--- src/hw/rtl/fcgl_pkg.sv ---
// Types and constants shared by the character-to-glyph lookup block.
`timescale 1ns / 1ps
package fcgl_pkg;

  localparam logic [1:0] OP_SEG_WR = 2'd0;
  localparam logic [1:0] OP_OFF_WR = 2'd1;
  localparam logic [1:0] OP_LOOKUP = 2'd2;

  localparam logic REG_TABLE_FORMAT  = 1'b0;
  localparam logic REG_SEGMENT_COUNT = 1'b1;

  localparam logic FMT_SEGMENT = 1'b0;
  localparam logic FMT_GROUP   = 1'b1;

  localparam logic [15:0] NO_OFFSET = 16'hffff;

  localparam int unsigned QUEUE_DEPTH = 2;

  typedef enum logic [1:0] {
    KIND_SEG_WR,
    KIND_OFF_WR,
    KIND_LOOKUP
  } kind_e;

  typedef struct packed {
    kind_e       kind;
    logic [11:0] index;
    logic [31:0] code;
    logic [31:0] end_code;
    logic [31:0] delta;
    logic [15:0] half;
  } cmd_t;

  typedef struct packed {
    logic [31:0] start_code;
    logic [31:0] end_code;
    logic [31:0] delta;
    logic [15:0] offset_base;
  } seg_t;

  typedef struct packed {
    logic       table_format;
    logic [8:0] segment_count;
  } cfg_t;

  typedef enum logic [2:0] {
    ST_IDLE,
    ST_SEARCH,
    ST_PROBE,
    ST_HIT,
    ST_WORD
  } back_state_e;

endpackage

--- src/hw/rtl/fcgl_queue.sv ---
// Short command queue between the decoder and the lookup engine.
`timescale 1ns / 1ps
module fcgl_queue (
  input  logic           clk_i,
  input  logic           rst_ni,
  input  logic           push_i,
  input  fcgl_pkg::cmd_t push_data_i,
  input  logic           pop_i,
  output fcgl_pkg::cmd_t pop_data_o,
  output logic           empty_o,
  output logic           full_o
);

  localparam int unsigned PW = (fcgl_pkg::QUEUE_DEPTH > 1) ? $clog2(fcgl_pkg::QUEUE_DEPTH) : 1;
  localparam int unsigned CW = $clog2(fcgl_pkg::QUEUE_DEPTH + 1);

  fcgl_pkg::cmd_t entry_q [fcgl_pkg::QUEUE_DEPTH];
  logic [PW-1:0]  wr_ptr_q, wr_ptr_d;
  logic [PW-1:0]  rd_ptr_q, rd_ptr_d;
  logic [CW-1:0]  count_q, count_d;
  logic           do_push, do_pop;

  assign empty_o    = (count_q == '0);
  assign full_o     = (count_q == CW'(fcgl_pkg::QUEUE_DEPTH));
  assign do_push    = push_i && !full_o;
  assign do_pop     = pop_i && !empty_o;
  assign pop_data_o = entry_q[rd_ptr_q];

  always_comb begin
    wr_ptr_d = wr_ptr_q;
    rd_ptr_d = rd_ptr_q;
    count_d  = count_q;
    if (do_push) begin
      wr_ptr_d = (wr_ptr_q == PW'(fcgl_pkg::QUEUE_DEPTH - 1)) ? '0 : wr_ptr_q + 1'b1;
    end
    if (do_pop) begin
      rd_ptr_d = (rd_ptr_q == PW'(fcgl_pkg::QUEUE_DEPTH - 1)) ? '0 : rd_ptr_q + 1'b1;
    end
    if (do_push && !do_pop) begin
      count_d = count_q + 1'b1;
    end else if (do_pop && !do_push) begin
      count_d = count_q - 1'b1;
    end
  end

  always_ff @(posedge clk_i or negedge rst_ni) begin
    if (!rst_ni) begin
      wr_ptr_q <= '0;
      rd_ptr_q <= '0;
      count_q  <= '0;
    end else begin
      wr_ptr_q <= wr_ptr_d;
      rd_ptr_q <= rd_ptr_d;
      count_q  <= count_d;
    end
  end

  always_ff @(posedge clk_i) begin
    if (do_push) begin
      entry_q[wr_ptr_q] <= push_data_i;
    end
  end

endmodule

--- config.mk ---
export PLATFORM = sky130hd
export DESIGN_NAME = fcgl_queue
export DESIGN_NICKNAME = d
export VERILOG_FILES = /design/src/hw/rtl/fcgl_pkg.sv /design/src/hw/rtl/fcgl_queue.sv
export SDC_FILE = /design/constraint.sdc
export NUM_CORES = 1
export LEC_CHECK = 0
export ABC_AREA = 1
export BUFFER_PORTS_ARGS = -buffer_cell sky130_fd_sc_hd__buf_2
export CORE_MARGIN = 2
export CORE_UTILIZATION = 44
export CTS_CLUSTER_SIZE = 12
export DETAILED_ROUTE_END_ITERATION = 6
export PLACE_DENSITY = 0.79
export REMOVE_ABC_BUFFERS = 1
export SLEW_MARGIN = 15
export SYNTH_ARGS = -nofsm -noshare
export SYNTH_HDL_FRONTEND = slang
export SYNTH_SLANG_ARGS = --single-unit
--- constraint.sdc ---
create_clock -name clk_i -period 10.1 [get_ports clk_i]
set_input_delay 1.01 -clock clk_i [delete_from_list [all_inputs] [get_ports clk_i]]
set_output_delay 1.01 -clock clk_i [all_outputs]
set_load 0.01 [all_outputs]
==> metrics.md <==
| Metric | Value |
|---|---|
| Worst-Skew Late Latency | `0.50 ns` |
| Synth unique cells | `15` |
| RSZ-0062 raised after global routing | `false` |
| Hold crit path type | `input port to asynchronous set/reset pin` |
| Die area | `22400 um^2` |
| Iteration-0 DRC count of the detailed router | `291` |
| RR Startpoint | `count_q[1]` |
| Final net count | `1083` |
| Worst slack at placement | `roughly 6.7 ns` |
| Crit-path max cell delay | `0.72 ns` |
| Yosys top cell by area | `edfxtp_1` |
| DP Area | `between 10000 and 15000 um^2` |
| Number of H-tree levels | `1` |
| Synthesized area per cell | `~14 um^2` |
| Fin area | `11700 um^2` |
| Sinks on the clock net | `256` |
| Synth cell count leaders | `nand2_1, edfxtp_1, buf_2, clkbuf_1, inv_1` |
| CP cell instances | `inv_4 -> buf_4 -> nand2_1 -> nand2_1 -> buf_2` |
| GRT Residual Overflow | `0` |
| Post-Syn Area | `just over 9000 um^2` |
| HPWL Detailed | `12400 um` |
| Crit path DAT | `2.94 ns` |
| Die X | `150 um` |
| GRT met3 Usage | `between 3 and 4%` |
| TritonCTS clock tree | `done` |
| Vias per cell | `4.67` |
| Final period util | `39.1%` |
| Setup TNS | `0 ns` |
| Asr flop ratio synth | `under 10%` |
| IO Count | `258` |
| Largest net degree at the start of global routing | `72` |
| Crit. Startpoint | `rd_ptr_q` |
| Worst Tran Pin Value | `0.946 ns` |
| Reg clk slew, reported paths | `0.06 ns` |
| Worst Slack Setup Final | `6.15 ns` |
| Core area | `21000 um^2` |
| Fin. max-slew vios | `0` |
| CP top delay family | `buffers and inverters` |
| Crit-path most repeated cell | `nand2_1` |
| Relative slew slack | `36.9%` |
| Post-CTS Resized | `0` |
| Mapped Cells | `just under 700` |
| Worst path bufs/invs | `3` |
| Clock root buffer | `clkbuf_16` |
| WS Path Type | `register to primary output` |
| Top cell type's share of synthesized area | `between 80% and 90%` |
| Wire per inst | `15.2 um` |
| Warnings from Yosys | `0` |
| Fin Hold WS | `0.303 ns` |
| Max Fanout on Critical Path | `68` |
| Synth top area cells | `edfxtp_1, nand2_1, dfrtp_1` |
| Worst path slowest cell | `dfrtp_4` |
| Crit. End Element | `primary output` |
| First-pass GRT wire length | `28000 um` |
| Number of global-route vias before repair | `approximately 5700` |
| Seq. cell area | `between 7000 and 8000 um^2` |
| Core Rows | `between 50 and 60` |
| Peak VDD IR | `around 0.22 mV` |
| Post-route ant nets | `0` |
| First-pass DRT Iterations | `5` |
| Starting Density | `44.6%` |
| Worst setup SP type | `register` |
| Met2 usage | `around 29%` |
| Predominant post-synthesis flop cell | `edfxtp_1` |
| Cts bufs inserted | `26` |
| Clock Path Buffers | `3` |
| Worst Reg2Reg Path Length in Cells | `5` |
| Final Skew | `0.00755 ns` |
| EDFF count, synth | `approximately 250` |
| Die Span Y | `150 um` |
| Count leader, synth | `nand2_1` |
| Minimum clock period | `between 3 and 4 ns` |
| Drt drc | `0` |
| Global Route met1 Usage | `18.7%` |
| FILL cells | `~1700` |
| Setup-failing EPs final | `0` |
| Tot GR Track Use | `between 10% and 20%` |
| Fin. Hold Viols | `0` |
| R2R setup slack | `7.36 ns` |
| I/O Buffers | `257` |
| Busiest layer in global routing | `met2` |
| Maxcap violations | `0` |
| Initial antenna violation count | `3` |
| Worst r2r dst | `entry_q[1][42]` |
| Critical path data required time | `between 9 and 10 ns` |
| Yosys reg bits | `256` |
| P per Cell Area | `292 nW/um^2` |
| Post-CTS Setup Bufs | `0` |
| Cts hold-fix bufs | `0` |
| Maximum clock frequency | `0.253 GHz` |
| Routed vias | `5822` |
| Share of layout cells above drive strength 1 | `30.7%` |
| Register area share after synthesis | `82.0%` |
| WL final | `19000 um` |
| Multi-input gate area | `1530 um^2` |
| Layout Utilization | `55.7%` |
| Layout area overhead | `24.8%` |
| Final GP Congestion | `0.767` |
| Run status | `finished, final reports clean` |
| LEAKAGE | `5.02 nW` |
-- through the flow --
step           total power, W  instances
4_1_cts               0.00346       1242
3_3_place_gp          0.00257       1199
6_report              0.00341       1247
2_1_floorplan         0.00217        662
5_1_grt               0.00362       1244
3_5_place_dp          0.00260       1199
-- area by class of cell --
class                   instances  area share [%]
inverters                       8           0.300
multi-input cells             398            13.1
flip-flops and latches        256            65.7
repair buffers                262            11.3
well taps                     275            2.95
diodes                          5           0.107
clock inverters                 3           0.118
clock buffers                  40            6.38
-- how the worst max path moves through the flow --
stage / to / slack (ns) / depth (start not counted)
3_5_place_dp: pop_data_o[122] / 6.66 / 5
5_1_grt: pop_data_o[125] / 5.92 / 5
6_report: pop_data_o[125] / 6.15 / 5
4_1_cts: pop_data_o[122] / 6.12 / 5
2_1_floorplan: entry_q[1][0] / 3.14 / 2
3_3_place_gp: pop_data_o[30] / 6.72 / 5
-- cell families after synthesis --
group	share of synthesized area, %
xor+xnor	0.0937
flops	82.0
buf+inv	1.81
compound gates	0.107
fa+ha+maj	0.134
simple gates	15.9
-- per-layer routing --
layer	part of all wire, %	wire length (um)	vias to the layer above
met5	0	0	-
met4	2.8	535	0
met3	6.3	1190	34
met2	53	10000	183
met1	38	7270	2751
li1	-	-	2854
-- cells in the final DEF (no fill, tap or decap), types with 3 or more instances in the layout --
cell / Yosys / final
nand2_1: 387 / 387
buf_2: 12 / 257
edfxtp_1: 252 / 252
clkbuf_16: 0 / 27
clkbuf_1: 9 / 11
inv_1: 7 / 6
diode_2: 0 / 5
buf_4: 6 / 5
nor2_1: 4 / 3
dfrtp_1: 4 / 3
-- sequential cells by signal (all words and copies together) (netlist names) --
| signal | count |
|---|---|
| entry_q | 252 |
| wr_ptr_q | 1 |
| rd_ptr_q | 1 |
| count_q | 2 |
-- power breakdown --
part / total (W) / leakage (nW) / internal [W] / switching [W]
Sequential: 0.00154 / 2.39 / 0.00145 / 0.0000907
Combinational: 0.00101 / 2.26 / 0.000329 / 0.000686
Clock: 0.000851 / 0.370 / 0.000501 / 0.000350
No activity file was read; power rests on OpenSTA's default activity.
