--- config.mk ---
export PLATFORM = sky130hd
export DESIGN_NAME = fcgl_front
export DESIGN_NICKNAME = d
export VERILOG_FILES = /design/src/hw/rtl/fcgl_pkg.sv /design/src/hw/rtl/fcgl_front.sv
export SDC_FILE = /design/constraint.sdc
export NUM_CORES = 1
export LEC_CHECK = 0
export BUFFER_PORTS_ARGS = -buffer_cell sky130_fd_sc_hd__buf_2
export CAP_MARGIN = 15
export CORE_AREA = 2 2 116 118
export DETAILED_ROUTE_END_ITERATION = 10
export DIE_AREA = 0 0 118 120
export MAX_ROUTING_LAYER = met4
export PLACE_DENSITY = 0.4
export SLEW_MARGIN = 20
export SYNTH_ARGS = -nofsm -noshare
export SYNTH_HDL_FRONTEND = slang
export SYNTH_SLANG_ARGS = --single-unit
--- constraint.sdc ---
create_clock -name vclk -period 0.9
set_input_delay 0.09 -clock vclk [all_inputs]
set_output_delay 0.09 -clock vclk [all_outputs]
set_load 0.005 [all_outputs]
--- src/hw/rtl/fcgl_pkg.sv ---
// Types and constants shared by the character-to-glyph lookup block.
`timescale 1ns / 1ps
package fcgl_pkg;

  localparam logic [1:0] OP_SEG_WR = 2'd0;
  localparam logic [1:0] OP_OFF_WR = 2'd1;
  localparam logic [1:0] OP_LOOKUP = 2'd2;

  localparam logic REG_TABLE_FORMAT  = 1'b0;
  localparam logic REG_SEGMENT_COUNT = 1'b1;

  localparam logic FMT_SEGMENT = 1'b0;
  localparam logic FMT_GROUP   = 1'b1;

  localparam logic [15:0] NO_OFFSET = 16'hffff;

  localparam int unsigned QUEUE_DEPTH = 2;

  typedef enum logic [1:0] {
    KIND_SEG_WR,
    KIND_OFF_WR,
    KIND_LOOKUP
  } kind_e;

  typedef struct packed {
    kind_e       kind;
    logic [11:0] index;
    logic [31:0] code;
    logic [31:0] end_code;
    logic [31:0] delta;
    logic [15:0] half;
  } cmd_t;

  typedef struct packed {
    logic [31:0] start_code;
    logic [31:0] end_code;
    logic [31:0] delta;
    logic [15:0] offset_base;
  } seg_t;

  typedef struct packed {
    logic       table_format;
    logic [8:0] segment_count;
  } cfg_t;

  typedef enum logic [2:0] {
    ST_IDLE,
    ST_SEARCH,
    ST_PROBE,
    ST_HIT,
    ST_WORD
  } back_state_e;

endpackage

--- src/hw/rtl/fcgl_front.sv ---
// Command decoder: classifies an accepted beat and drops those with no effect.
`timescale 1ns / 1ps
module fcgl_front #(
  parameter int unsigned MAX_SEGMENTS = 256,
  parameter int unsigned OFFSET_WORDS = 4096
) (
  input  logic               accept_i,
  input  logic [1:0]         op_i,
  input  logic [11:0]        index_i,
  input  logic [31:0]        start_code_i,
  input  logic [31:0]        end_code_i,
  input  logic [31:0]        delta_or_start_glyph_i,
  input  logic [15:0]        offset_start_i,
  input  logic [15:0]        offset_word_i,
  input  logic [31:0]        char_code_i,
  output logic               push_o,
  output fcgl_pkg::cmd_t     cmd_o
);

  logic [31:0] index_ext;

  assign index_ext = {20'b0, index_i};

  always_comb begin
    cmd_o.kind     = fcgl_pkg::KIND_LOOKUP;
    cmd_o.index    = index_i;
    cmd_o.code     = char_code_i;
    cmd_o.end_code = end_code_i;
    cmd_o.delta    = delta_or_start_glyph_i;
    cmd_o.half     = offset_word_i;
    push_o         = 1'b0;
    unique case (op_i)
      fcgl_pkg::OP_SEG_WR: begin
        cmd_o.kind = fcgl_pkg::KIND_SEG_WR;
        cmd_o.code = start_code_i;
        cmd_o.half = offset_start_i;
        push_o     = accept_i && (index_ext < MAX_SEGMENTS);
      end
      fcgl_pkg::OP_OFF_WR: begin
        cmd_o.kind = fcgl_pkg::KIND_OFF_WR;
        push_o     = accept_i && (index_ext < OFFSET_WORDS);
      end
      fcgl_pkg::OP_LOOKUP: begin
        push_o = accept_i;
      end
      default: begin
        push_o = 1'b0;
      end
    endcase
  end

endmodule

==> impl_metrics.py, run 1 <==
metrics = {
    "status": {
        "status": "finished, violations left",
        "violations": "negative setup slack",
    },
    "sta": {
        "final-setup-viol-count": 49,
        "fmax_ghz": 0.867,
        "worstMarginPinSlew_ns": 0.163,
        "final.setup.worst_slack_ns": -0.254,
        "rsz0062_at_grt": "yes",
        "layout_worst_path_cycle_share_pct": 128,
        "final_period_minus_worst_setup_slack_ns": 1.15,
        "hold_viol_final": 0,
        "slew_headroom_pct": 89.1,
        "finalMaxSlewViolations": 0,
    },
    "route": {
        "antenna_left": 0,
        "drt-wirelength-per-cell_um": 11.2,
        "route.detailed.drc": 0,
        "drt_wl_total_um": 4400,
        "dr.first_iter.drc_count": 8,
        "vias": 1209,
        "drt_pre_antenna_iters": 3,
        "routed_via_density": 3.08,
    },
    "worst_setup_path": {
        "cp_data_required_time_ns": 0.81,
        "cp-start-kind": "input port",
        "worst-setup-path-type": "in -> out",
        "kind_of_capture_point_of_the_worst_setup_path": "output port",
        "worst-path-max-fanout": 26,
        "arrival_ns": 1.06,
    },
    "floorplanning": {
        "die_x_extent_um": 118,
        "start_util_pct": 9.49,
        "die_h_um": 120,
        "fp.dieArea_sq_um": 14200,
        "io_pins": 302,
        "placement_rows": 42,
        "core_sq_um": 13000,
    },
    "final_layout": {
        "number_of_sequential_cells_in_the_layout": 0,
        "nClkBuffers": 0,
        "n_antenna_cell": 0,
        "drive_above_1_share_pct": 99.5,
        "areaGrowthSynthToFinish_pct": 45.4,
        "layout.nets": 393,
        "register_area_sq_um": 0,
        "finish.utilization_pct": 13.8,
        "finish.instance_area_sq_um": 1790,
    },
    "power_and_ir_drop": {
        "clock_power_share_pct": 0,
        "power_frac_comb_pct": 100.0,
        "peakVddDrop_mv": 0.101,
        "switching_part_of_the_total_pct": 33.1,
        "seq_power_share_pct": 0,
        "total_switching_power_mw": 0.262,
        "power.density_nw_per_um2": 443,
        "p_leak_nw": 0.922,
        "internal_power_component_mw": 0.531,
    },
    "placement": {
        "hpwlAfterDp_um": 3860,
        "place.port_buffers": 158,
        "globalplace.congestion": 0.640,
        "place_area_sq_um": 1680,
    },
    "synth": {
        "synth_area_per_cell_sq_um": 9.13,
        "post_synth_most_frequent_cells": "buf_4, mux2_2, mux2_4",
        "largest_cells_by_area_after_synthesis": "buf_4, mux2_2, mux2_4, buf_8, buf_6",
        "post_synth_inst_count": 135,
        "synth.cell_area_sq_um": 1230,
        "yosysWarningCount": 0,
        "netlist.top_cell.by_area": "buf_4",
        "synthesis.nets": 310,
        "synth.top_cell.area_share_pct": 48.1,
        "synth_most_common_cell": "buf_4",
        "post_synthesis_sequential_area_ratio_pct": 0,
        "synthDistinctLibCells": 11,
    },
    "global_route": {
        "grt_antenna_before_repair": 0,
        "grt_first_pass_wirelength_um": 6180,
        "grt.overflow.total": 0,
        "maximum_number_of_pins_on_one_net_before_global_route_repair": 27,
        "via_count_of_the_first_global_routing_pass": 1190,
        "grt_util_all_layers_pct": 5.51,
    },
    "worst_hold_path": {
        "class_of_the_most_critical_hold_timing_path": "in -> out",
    },
    "clocking": {
        "hold_buffers": 0,
    },
    "flow_run": {
        "timing.max_cap.violations": 0,
    },
}
[worst max-delay path, stage by stage]
cell,delay (ns)
buf_8,0.10
nor2_4,0.15
buf_12,0.21
mux2_2,0.37
buf_2,0.14
[layer usage]
layer  global-route usage, %  vias to the layer above  share of wire, %
li1                        -                      539                 -
met1                    5.39                      539                33
met2                    10.2                       99                52
met3                    1.47                       32                12
met4                    2.41                        0               3.9
met5                       -                        -                 0
[cells by family (layout without fill, tap and decap cells)]
group	count (synthesis)	in the layout	synth area share, %
compound gates	2	2	1.22
buf+inv	82	163	50.6
mux	48	48	46.6
simple gates	3	3	1.63
[final cells by class]
cell class / instances / area [sq um]
fillers: 1497 / 11200
multi-input cells: 53 / 633
well taps: 176 / 220
repair buffers: 163 / 938
[repair_timing]
| item | 4_1_cts | 5_1_grt |
|---|---|---|
| buffers inserted | 1 | 0 |
| resized for setup | 15 | 5 |
| cloned | 0 | 0 |
| setup endpoints to repair | 49 | 49 |
| pin swaps | 2 | 0 |
[path summary, 6_finish.rpt]
| kind | start | depth (start not counted) | to |
|---|---|---|---|
| setup / recovery | op_i[0] | 5 | cmd_o[97] |
| hold / removal | delta_or_start_glyph_i[3] | 0 | cmd_o[19] |
[through the flow]
stage                     TNS, ns  instances  hold slack, ns  setup slack, ns  total power, mW
after CTS                  -11.04        392           0.180           -0.268            0.790
after floorplan                 0        135           0.210          0.00263            0.579
after detailed placement   -12.19        391           0.180           -0.291            0.732
after global routing       -12.35        392           0.180           -0.292            0.862
final                      -10.42        392           0.180           -0.254            0.793
after global placement     -11.98        391           0.180           -0.286            0.724
[power groups by stage]
stage | Combinational, mW | Clock [mW] | Sequential, mW
detailed placement | 0.732 | 0 | 0
global route | 0.862 | 0 | 0
finish | 0.793 | 0 | 0
floorplan | 0.579 | 0 | 0
CTS | 0.790 | 0 | 0
global placement | 0.724 | 0 | 0
[layout by cell type (no fill, tap or decap)]
cell | Yosys | routed
buf_12 | 0 | 2
buf_2 | 0 | 145
nor2b_1 | 1 | 1
buf_4 | 79 | 3
or4_4 | 0 | 1
mux2_4 | 9 | 12
a21bo_2 | 1 | 1
a21oi_2 | 0 | 1
buf_8 | 1 | 1
mux2_2 | 39 | 36
buf_6 | 1 | 12
nor2_4 | 0 | 1
(Power assumes the default switching activity.)
==> run 2: changes to the inputs <==
Settings changed: REMOVE_ABC_BUFFERS from default to 1, SETUP_SLACK_MARGIN from default to 0.5.
==> run 2 against run 1 <==
Net effect:
- the flow still finishes with violations (negative setup slack)
- fmax up 1.3%
- wire length rose to 2.7 times the previous value
- global-route usage up 11 points
- first-iteration DRC count rose to 4.1 times the previous value
- hold slack about the same
- largest power group unchanged
- highest routed layer unchanged
==> impl_metrics.py, run 2 (synthesis gave the netlist of run 1 again) <==
metrics = {
    "flow_run": {
        "timing.max_cap.violations": 0,
    },
    "route": {
        "drt-wirelength-per-cell_um": 29.9,
        "route.detailed.drc": 0,
        "drt_pre_antenna_iters": 4,
        "antenna_left": 0,
        "routed_via_density": 3.31,
        "vias": 1319,
        "dr.first_iter.drc_count": 33,
        "drt_wl_total_um": 11900,
    },
    "power_and_ir_drop": {
        "p_leak_nw": 0.971,
        "power.density_nw_per_um2": 453,
        "peakVddDrop_mv": 0.128,
    },
    "sta": {
        "final-setup-viol-count": 49,
        "worstMarginPinSlew_ns": 0.166,
        "hold_viol_final": 0,
        "final.setup.tns_ns": -10.47,
        "finalHoldWorstSlack_ns": 0.180,
        "slew_headroom_pct": 88.9,
        "final.setup.worst_slack_ns": -0.238,
        "fmax_ghz": 0.878,
        "layout_worst_path_cycle_share_pct": 126,
        "final_period_minus_worst_setup_slack_ns": 1.14,
        "finalMaxSlewViolations": 0,
        "rsz0062_at_grt": "yes",
    },
    "final_layout": {
        "most_common_library_cell_in_the_layout_ignoring_fill_and_taps": "buf_2",
        "areaGrowthSynthToFinish_pct": 54.7,
        "drive_above_1_share_pct": 99.1,
        "nClkBuffers": 0,
        "filler_cells": 1485,
        "fin_cells": 398,
        "number_of_sequential_cells_in_the_layout": 0,
        "layout.nets": 396,
        "finish.instance_area_sq_um": 1910,
        "layout.cells.most_common_list": "buf_2, mux2_2, buf_6, mux2_4, buf_12",
        "register_area_sq_um": 0,
        "multiInputGateArea_sq_um": 637,
    },
    "global_route": {
        "maximum_number_of_pins_on_one_net_before_global_route_repair": 30,
        "grt_first_pass_wirelength_um": 14100,
        "grt.overflow.total": 0,
        "via_count_of_the_first_global_routing_pass": 1234,
        "grt_util_all_layers_pct": 16.1,
        "grt_antenna_before_repair": 3,
    },
    "placement": {
        "pre_cts_slack_ns": -0.283,
        "place.port_buffers": 158,
        "hpwlAfterDp_um": 11300,
        "placed_cells": 394,
        "place_area_sq_um": 1700,
        "globalplace.congestion": 0.819,
    },
    "worst_setup_path": {
        "cp_data_required_time_ns": 0.81,
        "worst-path-max-fanout": 29,
        "worst_setup_path_endpoint": "cmd_o[102]",
        "worst-setup-path-type": "in -> out",
        "setup.worst_path.start": "op_i[0]",
        "arrival_ns": 1.05,
        "cp-start-kind": "input port",
        "kind_of_capture_point_of_the_worst_setup_path": "output port",
    },
    "floorplanning": {
        "die_h_um": 120,
        "fp.dieArea_sq_um": 14200,
        "core_sq_um": 13000,
        "die_x_extent_um": 118,
        "placement_rows": 42,
        "io_pins": 302,
        "start_util_pct": 9.49,
    },
    "status": {
        "status": "finished, violations left",
        "violations": "negative setup slack",
    },
    "worst_hold_path": {
        "class_of_the_most_critical_hold_timing_path": "in -> out",
    },
    "clocking": {
        "hold_buffers": 0,
    },
}
run 2: worst max-delay path: stages:
cell	delay, ns
buf_8	0.10
nor2_4	0.15
buf_12	0.21
mux2_2	0.35
buf_2	0.13
run 2: routing by layer:
metal	up-vias	global-route usage (%)	wire length, um
li1	550	-	-
met5	-	-	0
met2	240	24.0	4990
met1	523	8.37	2300
met4	0	0.301	29
met3	6	28.5	4560
run 2: through the flow:
stage,utilization [%],power [mW]
after floorplan,-,0.285
after global placement,13.1,0.750
after detailed placement,13.1,0.754
after CTS,14.5,0.864
after global routing,14.7,0.925
final,14.7,0.864
run 2: report_power, final:
| group | internal [mW] | switching, mW | total [mW] |
|---|---|---|---|
| registers | 0 | 0 | 0 |
| clock network | 0.000000446 | 0 | 0.000000446 |
| logic | 0.580 | 0.284 | 0.864 |
run 2: how the worst min path moves through the flow:
stage	start	to	slack (ns)	depth (start not counted)
finish	delta_or_start_glyph_i[2]	cmd_o[18]	0.18	0
global route	index_i[6]	cmd_o[118]	0.18	0
CTS	delta_or_start_glyph_i[25]	cmd_o[41]	0.18	0
detailed placement	delta_or_start_glyph_i[25]	cmd_o[41]	0.18	0
global placement	delta_or_start_glyph_i[25]	cmd_o[41]	0.18	0
floorplan	index_i[0]	cmd_o[112]	0.18	0
run 2: area by class of cell:
class / count / area share, %
diodes: 3 / 0.394
multi-input cells: 53 / 33.4
well taps: 176 / 11.5
repair buffers: 166 / 54.7
run 2: what timing repair did:
item | in CTS | in global routing
buffers inserted | 1 | 0
resized for setup | 33 | 3
setup endpoints to repair | 54 | 55
pin swaps | 0 | 0
==> run 3: changes to the inputs <==
Settings changed: MAX_ROUTING_LAYER met4 to default.
==> run 3 against run 2 <==
Net effect:
- the run still ends with negative setup slack left
- global-route usage decreased by 0.44 points
- cell count decreased by 0.75%
- via count about the same
- core utilization decreased by 0.058 points
- non-clock buffer count unchanged
- count of clock-buffer cells in the layout unchanged
- setup slack about the same
- first-iteration DRC count decreased by 24%
- total power increased by 0.12%
- hold slack about the same
- critical endpoint unchanged
- highest routed layer is now met5
==> impl_metrics.py, run 3 (synthesis gave the netlist of run 1 again) <==
metrics = {
    "status": {
        "status": "finished, violations left",
        "violations": "negative setup slack",
    },
    "global_route": {
        "grt_antenna_before_repair": 1,
        "via_count_of_the_first_global_routing_pass": 1242,
        "grt_util_all_layers_pct": 15.6,
        "grt_first_pass_wirelength_um": 14200,
        "maximum_number_of_pins_on_one_net_before_global_route_repair": 30,
        "grt.overflow.total": 0,
    },
    "flow_run": {
        "timing.max_cap.violations": 0,
    },
    "floorplanning": {
        "fp.dieArea_sq_um": 14200,
        "core_sq_um": 13000,
        "die_x_extent_um": 118,
        "start_util_pct": 9.49,
        "placement_rows": 42,
        "die_h_um": 120,
        "io_pins": 302,
    },
    "route": {
        "antenna_left": 0,
        "drt-wirelength-per-cell_um": 30.2,
        "dr.first_iter.drc_count": 25,
        "vias": 1320,
        "routed_via_density": 3.34,
        "drt_pre_antenna_iters": 3,
        "drt_wl_total_um": 11900,
        "route.detailed.drc": 0,
    },
    "power_and_ir_drop": {
        "p_leak_nw": 0.971,
        "peakVddDrop_mv": 0.128,
        "power.density_nw_per_um2": 455,
        "total_power_mw": 0.865,
    },
    "worst_setup_path": {
        "worst-path-max-fanout": 29,
        "cp_data_required_time_ns": 0.81,
        "setup.worst_path.start": "op_i[0]",
        "kind_of_capture_point_of_the_worst_setup_path": "output port",
        "cp-start-kind": "input port",
        "arrival_ns": 1.05,
        "worst-setup-path-type": "in -> out",
    },
    "sta": {
        "final.setup.worst_slack_ns": -0.238,
        "final_period_minus_worst_setup_slack_ns": 1.14,
        "final-setup-viol-count": 49,
        "hold_viol_final": 0,
        "finalHoldWorstSlack_ns": 0.180,
        "worstMarginPinSlew_ns": 0.166,
        "layout_worst_path_cycle_share_pct": 126,
        "slew_headroom_pct": 88.9,
        "fmax_ghz": 0.879,
        "rsz0062_at_grt": "yes",
        "finalMaxSlewViolations": 0,
    },
    "final_layout": {
        "filler_cells": 1484,
        "finish.instance_area_sq_um": 1900,
        "number_of_sequential_cells_in_the_layout": 0,
        "register_area_sq_um": 0,
        "areaGrowthSynthToFinish_pct": 54.1,
        "n_antenna_cell": 0,
        "layout.nets": 396,
        "drive_above_1_share_pct": 99.1,
        "layout.cells.most_common_list": "buf_2, mux2_2, buf_6, mux2_4, buf_12",
        "most_common_library_cell_in_the_layout_ignoring_fill_and_taps": "buf_2",
        "nClkBuffers": 0,
    },
    "placement": {
        "globalplace.congestion": 0.807,
        "place_area_sq_um": 1700,
        "place.port_buffers": 158,
        "pre_cts_slack_ns": -0.283,
        "hpwlAfterDp_um": 11300,
    },
    "worst_hold_path": {
        "class_of_the_most_critical_hold_timing_path": "in -> out",
        "worst_hold_startpoint": "delta_or_start_glyph_i[19]",
    },
}
==> run 3: cell count changes in the layout (fill, tap and decap cells not counted) <==
cell,before,now
diode_2,3,0
==> run 3: worst paths after layout <==
kind | end | cells after the start
worst min-delay path | cmd_o[35] | 0
worst max-delay path | cmd_o[102] | 5
==> run 3: layout make-up <==
class / instances / area, sq um / area share [%]
timing repair buffer: 166 / 1040 / 54.9
tap: 176 / 220 / 11.6
multi-input combinational: 53 / 637 / 33.5
==> run 3: timing repair <==
action / CTS / global route
setup buffers: 1 / 0
hold buffers: 0 / 0
gates resized for setup: 33 / 3
setup endpoints to repair: 54 / 55
cloned: 0 / 0
==> run 3: critical path, stage by stage <==
cell and delay (ns):
buf_8 0.10, nor2_4 0.15, buf_12 0.21, mux2_2 0.35
buf_2 0.13
==> run 3: per-stage QoR <==
step	utilization (%)	instances	setup TNS [ns]
floorplan	-	53	-53.86
global route	14.6	395	-12.42
global placement	13.1	394	-11.70
detailed placement	13.1	394	-12.60
CTS	14.5	395	-11.09
finish	14.6	395	-10.49
==> run 3: per-layer routing <==
layer	wire (um)	global-route usage [%]	up-vias
met4	10	0.301	4
met2	5020	24.0	248
met3	4540	28.2	8
li1	-	-	543
met5	71	4.04	-
met1	2280	8.26	517
==> run 3: report_power, final <==
part           internal [mW]  switching, mW  total [mW]
registers                  0              0           0
logic                  0.580          0.285       0.865
clock network              0              0           0
